File: src/sv/rbst_pkg.sv
// Shared types and constants for the ray versus box slab test unit.
`default_nettype none
package rbst_pkg;

    localparam int OUT_WIDTH = 32;
    localparam int QUO_BITS  = OUT_WIDTH - 1;

    localparam logic signed [OUT_WIDTH-1:0] T_NEG_INF = {1'b1, {(OUT_WIDTH-1){1'b0}}};
    localparam logic signed [OUT_WIDTH-1:0] T_POS_INF = {1'b0, {(OUT_WIDTH-1){1'b1}}};

    typedef enum logic [2:0] {
        RSN_HIT      = 3'd0,
        RSN_BAD_BOX  = 3'd1,
        RSN_BAD_RAY  = 3'd2,
        RSN_PAR_OUT  = 3'd3,
        RSN_DISJOINT = 3'd4,
        RSN_BEHIND   = 3'd5
    } reason_t;

    typedef struct packed {
        logic       bad_box;
        logic       bad_ray;
        logic [2:0] par;
        logic [2:0] par_out;
    } flags_t;

endpackage
`default_nettype wire

File: src/sv/rbst_div.sv
// Pipelined signed fixed-point slab distance divider with saturation.
`default_nettype none
module rbst_div #(
    parameter int COORD_WIDTH = 32,
    parameter int FRAC_BITS   = 16
) (
    input  wire logic                                    aclk,
    input  wire logic                                    en,
    input  wire logic signed [COORD_WIDTH:0]             diff,
    input  wire logic signed [FRAC_BITS+1:0]             dir,
    output logic signed [rbst_pkg::OUT_WIDTH-1:0]        q
);
    localparam int CW   = COORD_WIDTH;
    localparam int DW   = FRAC_BITS + 2;
    localparam int OW   = rbst_pkg::OUT_WIDTH;
    localparam int QB   = rbst_pkg::QUO_BITS;
    localparam int NW   = CW + 1 + FRAC_BITS;
    localparam int NX   = (NW > QB) ? NW : QB + 1;
    localparam int CMPW = NX + DW;

    logic [CW:0]    mag;
    logic [DW-1:0]  dmag;
    logic [NX-1:0]  a_n_reg;
    logic [DW-1:0]  a_d_reg;
    logic           a_neg_reg;

    logic [DW-1:0]  r_reg   [QB+1];
    logic [QB-1:0]  q_reg   [QB+1];
    logic [QB-1:0]  nlo_reg [QB+1];
    logic [DW-1:0]  d_reg   [QB+1];
    logic           neg_reg [QB+1];
    logic           ovf_reg [QB+1];

    logic signed [OW-1:0] q_out_reg;
    logic signed [OW-1:0] q_out_next;

    assign mag  = diff[CW] ? (-diff) : diff;
    assign dmag = dir[DW-1] ? (-dir) : dir;

    always_ff @(posedge aclk) begin
        if (en) begin
            a_n_reg   <= NX'(mag) << FRAC_BITS;
            a_d_reg   <= dmag;
            a_neg_reg <= diff[CW] ^ dir[DW-1];
            r_reg[0]   <= DW'({{DW{1'b0}}, a_n_reg[NX-1:QB]});
            q_reg[0]   <= '0;
            nlo_reg[0] <= a_n_reg[QB-1:0];
            d_reg[0]   <= a_d_reg;
            neg_reg[0] <= a_neg_reg;
            ovf_reg[0] <= (CMPW'(a_n_reg) >= (CMPW'(a_d_reg) << QB));
        end
    end

    for (genvar k = 0; k < QB; k++) begin : g_step
        logic [DW:0] ext;
        logic        ge;
        logic [DW:0] sub;
        assign ext = {r_reg[k], nlo_reg[k][QB-1-k]};
        assign ge  = ext >= {1'b0, d_reg[k]};
        assign sub = ext - {1'b0, d_reg[k]};
        always_ff @(posedge aclk) begin
            if (en) begin
                r_reg[k+1]   <= ge ? sub[DW-1:0] : ext[DW-1:0];
                q_reg[k+1]   <= {q_reg[k][QB-2:0], ge};
                nlo_reg[k+1] <= nlo_reg[k];
                d_reg[k+1]   <= d_reg[k];
                neg_reg[k+1] <= neg_reg[k];
                ovf_reg[k+1] <= ovf_reg[k];
            end
        end
    end

    always_comb begin
        if (ovf_reg[QB]) begin
            q_out_next = neg_reg[QB] ? rbst_pkg::T_NEG_INF : rbst_pkg::T_POS_INF;
        end else if (neg_reg[QB]) begin
            q_out_next = -$signed({1'b0, q_reg[QB]});
        end else begin
            q_out_next = $signed({1'b0, q_reg[QB]});
        end
    end

    always_ff @(posedge aclk) begin
        if (en) begin
            q_out_reg <= q_out_next;
        end
    end

    assign q = q_out_reg;

endmodule
`default_nettype wire

File: config.mk
export PLATFORM = sky130hd
export DESIGN_NAME = rbst_div
export DESIGN_NICKNAME = d
export VERILOG_FILES = /design/src/sv/rbst_pkg.sv /design/src/sv/rbst_div.sv
export SDC_FILE = /design/constraint.sdc
export NUM_CORES = 2
export LEC_CHECK = 0
export BUFFER_PORTS_ARGS = -buffer_cell sky130_fd_sc_hd__buf_2
export CAP_MARGIN = 20
export CORE_MARGIN = 2
export CORE_UTILIZATION = 30
export CTS_CLUSTER_SIZE = 14
export DETAILED_ROUTE_END_ITERATION = 8
export PLACE_DENSITY = 0.54
export SETUP_SLACK_MARGIN = 0.5
export SLEW_MARGIN = 5
export SYNTH_ARGS = -nofsm -noshare
export SYNTH_HDL_FRONTEND = slang
export SYNTH_SLANG_ARGS = --single-unit
export TNS_END_PERCENT = 100
File: constraint.sdc
create_clock -name aclk -period 4.55 [get_ports aclk]
set_input_delay 0.91 -clock aclk [delete_from_list [all_inputs] [get_ports aclk]]
set_output_delay 0.91 -clock aclk [all_outputs]
set_load 0.05 [all_outputs]
### Word level (Yosys, flattened, before mapping)

Memory sizes are Yosys's and may differ from the RTL's.
Index checks and enable logic that the tools add are counted.
Widths: inputs -> output; s select.

* RAM bits: 3200
* logic and storage cells: 117
* input bits: 53
* output and inout port bits: 32
* register bits: 84
* memories: 6

* bitwise operators: 1
* magnitude comparators: 32
* $add $sub $neg: 34
* muxes and demuxes: 38

Memories
* nlo_reg: depth 32, bits a word 31, rd ports 31, clocked after Yosys merged registers in 0, write ports 32, line rbst_div.sv:29 `logic [QB-1:0] nlo_reg [QB+1];`
* q_reg: depth 32, bits a word 31, rd ports 32, clocked after Yosys merged registers in 0, write ports 32, line rbst_div.sv:28 `logic [QB-1:0] q_reg [QB+1];`
* d_reg: depth 32, bits a word 18, rd ports 31, clocked after Yosys merged registers in 0, write ports 32, line rbst_div.sv:30 `logic [DW-1:0] d_reg [QB+1];`
* r_reg: depth 32, bits a word 18, rd ports 31, clocked after Yosys merged registers in 0, write ports 32, line rbst_div.sv:27 `logic [DW-1:0] r_reg [QB+1];`
* neg_reg: depth 32, bits a word 1, rd ports 32, clocked after Yosys merged registers in 0, write ports 32, line rbst_div.sv:31 `logic neg_reg [QB+1];`
* ovf_reg: depth 32, bits a word 1, rd ports 32, clocked after Yosys merged registers in 0, write ports 32, line rbst_div.sv:32 `logic ovf_reg [QB+1];`

Operator list (number)
* $ge 19x18->1: 31
* $mux 18: 31
* $sub 18x18->18: 31
* $mux 32: 4
* $ge 49x49->1: 1
* $neg 33->33: 1
* $neg 31->32: 1
* $neg 18->18: 1
* $mux 17: 1
* $mux 1: 2
* $xor 1x1->1: 1

### Logic depth before layout (Yosys ltp)

An unclocked memory read counts as a cell.

* word-level depth: 4
* mapped depth: 12
* gate-level depth less buffers: 12

### Worst setup path after synthesis

Ideal clock, no wire load.

* path kind: register -> register
* from: mem r_reg[10][0] in the netlist's numbering
* to: mem r_reg[11][15] in the netlist's numbering (data pin)
* clock period less this slack: 3287 ps
* cell stages (with the launch flop): 10
* buffers on the path: 1
* arrival time: 3027 ps
* data required time: 4290 ps
* setup time: 260 ps
* slack: 1263 ps
* cells stage by stage: edfxtp_1 -> ha_1 -> nor2b_1 -> o31a_1 -> o41a_1 -> o41a_1 -> a221o_1 -> a221oi_2 -> buf_4 -> mux2_2

RTL lines (line)
* start: declaration: rbst_div.sv:27

==> out/metrics.yaml <==
antenna_found_initial: 7
period_needed_ns: 3.67
chipHeight_um: 557
crit_end_category: "flop"
cts_max_level: 4
track_usage_pct: 12.0
initialDrtViolationCount: 3809
synth_ff_type: "sky130_fd_sc_hd__edfxtp_1"
max_slew_margin_pct: 27.6
part_of_the_yosys_area_used_for_sequential_elements_pct: 61.5
viasPerCell: 4.71
pins_over_slew_limit: 0
gp_congestion: 0.873
nFillCells: 29491
ys_ff_latch: 1880
final.period_utilization_pct: 80.6
power_density_over_the_cells_mw_per_mm2: 662
clock_latency_ns: 0.88
crit_path_dat_ns: 4.23
fin_worst_hold_slack_ns: 0.305
cts-buffers-inserted: 212
cts-resized-gates: 0
layout_common_cells: "1,880 x sky130_fd_sc_hd__edfxtp_1, 749 x sky130_fd_sc_hd__inv_1, 578 x sky130_fd_sc_hd__ha_1, 512 x sky130_fd_sc_hd__a21oi_1, 471 x sky130_fd_sc_hd__o21ai_0"
drcViolationCount: 0
floorplan.io_pins: 85
crit_path_cell_trace: "ha_1 -> nor2b_1 -> o31a_1 -> o41a_1 -> o41a_1 -> a221o_1 -> a221oi_2 -> buf_4 -> mux2_2"
startpoint: "r_reg[10][0]"
actual_slew_at_the_worst_max_slew_pin_ns: 1.09
synth_enable_flop_cells: 1880
skew_ns: 0.0804
min-delay-path-class: "in2reg"
critical_path_s_largest_stage_delay_ns: 0.49
timing_hold_violations_final: 0
post_syn_area_per_cell_um2: 12.8
layout.nets: 8115
synth_cell_types: 75
post_detail_place_hpwl_mm: 138
die_width_um: 557
number_of_global_route_vias_before_repair: 54826
min-delay-start: "dir[0]"
route.vias.total: 55122
drive_above_1_share_pct: 9.79
yosys_warnings: 0
achievable-frequency_mhz: 273
grt_setup_unrepaired: "no"
crit_type: "reg2reg"
share_of_flip_flops_with_an_asynchronous_set_or_reset_pct: 0
final-setup-viol-count: 0
first_pass_grt_wire_length_mm: 301
place.port_buffers: 84
slowest_stage: "sky130_fd_sc_hd__o41a_1"
initial_utilization_pct: 30.1
route.detailed.wl_per_inst_um: 16.2
clkSlewWorstSetupHoldPaths_ns: 0.06
tritoncts_num_sinks: 1880
mappedNetlistArea_mm2: 0.0918
critical_path.top_delay_family: "compound AO/OA/AOI/OAI gates"
std_cell_rows: 203
number_of_standard_cells_after_synthesis: 7195
clk_root_buffer_cell: "sky130_fd_sc_hd__clkbuf_16"
peak_vdd_ir_v: 0.000324
buffers_plus_inverters_on_the_worst_setup_path: 1
cts_tree: "done"
sequential_area_mm2: 0.0565
timing.max_cap.violations: 0
setup_tns_ns: 0
cp_common_cell: "sky130_fd_sc_hd__o41a_1"
drtAntennaViolNets: 0
firstDrtPassIters: 5
worst-path-max-fanout: 29
worstSetupStartpointType: "flop"
r2r_start: "r_reg[10][0]"
maximum_number_of_pins_on_one_net_before_global_route_repair: 164
die_area_mm2: 0.310
clockBufferDepth: 4
overflow: 0
postCtsSetupBuffers: 0
syn-num-nets: 7856
p_leak_nw: 40.2
flow.area_growth_from_synthesis_pct: 13.9
layout_commonest_cell: "sky130_fd_sc_hd__edfxtp_1"
worst-endpoint-required_ns: 5.12
routed_wirelength_mm: 190
hold_buf_cts: 0
design.core.area_mm2: 0.305
status: "finished clean"
multi_input_comb_area_mm2: 0.0321
through the flow:
stage | cells | power (mW) | setup slack, ns | utilization [%] | instance area, um2
floorplan | 7195 | 45.7 | 1.26 | - | 91800
global placement | 11338 | 51.9 | 0.607 | 32.0 | 97700
detailed placement | 11338 | 52.5 | 0.736 | 32.0 | 97700
CTS | 11708 | 69.8 | 0.707 | 34.3 | 105000
global route | 11711 | 74.0 | 0.541 | 34.3 | 105000
finish | 11711 | 69.2 | 0.883 | 34.3 | 105000
worst register-to-register path: cells and delay by family, from the launching register on:
kind                     cells  cell delay, ns
AO/OA/AOI/OAI                5            1.77
flip-flops                   1            0.44
multiplexers                 1            0.37
adder cells (fa/ha/maj)      1            0.34
buffers and inverters        1            0.32
AND/OR/NAND/NOR              1            0.15
kinds of logic (layout without fill, tap and decap cells):
logic type,Yosys count,after routing,synth area share [%]
other cells,0,1,0
flops,1880,1880,61.5
fa+ha+maj,608,608,8.54
buf+inv,867,1282,3.57
simple gates,1401,1401,7.30
mux,244,244,2.98
xor+xnor,470,470,4.49
compound gates,1725,1725,11.6
worst paths after layout:
| check | endpoint | slack [ns] | depth (start not counted) |
|---|---|---|---|
| min reg2reg | q_reg[3][142] | 0.34 | 0 |
| min | a_d_reg[0] | 0.31 | 1 |
| max | r_reg[11][15] | 0.88 | 9 |
| max reg2reg | r_reg[11][15] | 0.88 | 9 |
layer usage:
layer / part of all wire (%) / track usage (%) / up-vias
met5: 0 / 0 / -
met4: 3.2 / 3.92 / 0
met3: 4.2 / 1.94 / 359
met2: 49 / 21.1 / 1204
met1: 43 / 15.0 / 26415
li1: - / - / 27144
cells in the mapped netlist (13+ instances only):
cell type / n / area (um2)
sky130_fd_sc_hd__clkbuf_1: 101 / 379
sky130_fd_sc_hd__o41ai_1: 15 / 131
sky130_fd_sc_hd__a221oi_1: 14 / 123
sky130_fd_sc_hd__o31ai_1: 29 / 218
sky130_fd_sc_hd__xor2_1: 176 / 1540
sky130_fd_sc_hd__o221ai_1: 13 / 114
sky130_fd_sc_hd__nor3_1: 77 / 385
sky130_fd_sc_hd__nand2_1: 466 / 1750
sky130_fd_sc_hd__a211o_1: 18 / 158
sky130_fd_sc_hd__or3_1: 27 / 169
sky130_fd_sc_hd__mux2_2: 228 / 2570
sky130_fd_sc_hd__and2_1: 14 / 87.6
sky130_fd_sc_hd__a31oi_1: 69 / 432
sky130_fd_sc_hd__a21o_1: 198 / 1490
sky130_fd_sc_hd__or2_2: 25 / 156
sky130_fd_sc_hd__nor4_1: 30 / 188
sky130_fd_sc_hd__a21boi_0: 17 / 128
sky130_fd_sc_hd__nor2_1: 332 / 1250
sky130_fd_sc_hd__a2111oi_0: 16 / 140
sky130_fd_sc_hd__o31a_1: 14 / 123
sky130_fd_sc_hd__and3_1: 60 / 375
sky130_fd_sc_hd__ha_1: 578 / 7230
sky130_fd_sc_hd__o22ai_1: 28 / 175
sky130_fd_sc_hd__and4_1: 16 / 140
sky130_fd_sc_hd__xnor2_1: 294 / 2570
sky130_fd_sc_hd__nor2b_1: 57 / 357
sky130_fd_sc_hd__a21oi_1: 515 / 2580
sky130_fd_sc_hd__o21a_1: 87 / 653
sky130_fd_sc_hd__inv_1: 749 / 2810
sky130_fd_sc_hd__a211oi_1: 48 / 360
sky130_fd_sc_hd__edfxtp_1: 1880 / 56500
sky130_fd_sc_hd__fa_1: 30 / 601
sky130_fd_sc_hd__mux2i_1: 15 / 150
sky130_fd_sc_hd__o211ai_1: 20 / 150
sky130_fd_sc_hd__nand3_1: 108 / 541
sky130_fd_sc_hd__or4_1: 20 / 150
sky130_fd_sc_hd__nand4_1: 50 / 313
sky130_fd_sc_hd__o21bai_1: 61 / 458
sky130_fd_sc_hd__nand2b_1: 71 / 444
sky130_fd_sc_hd__o21ai_0: 471 / 2360
layout make-up:
type                       instances  area share, %
sequential                      1880           54.0
multi-input combinational       4448           30.7
clock buffer                     262           5.31
tap                             4100           4.91
inverter                         751           2.70
timing repair buffer             161           1.19
clock inverter                   108           1.15
antenna                            1        0.00239
power by group:
part	internal, mW	switching, mW
Sequential	24.4	2.22
Clock	10.0	6.73
Combinational	11.5	14.3
No activity file was read; power rests on OpenSTA's default activity.
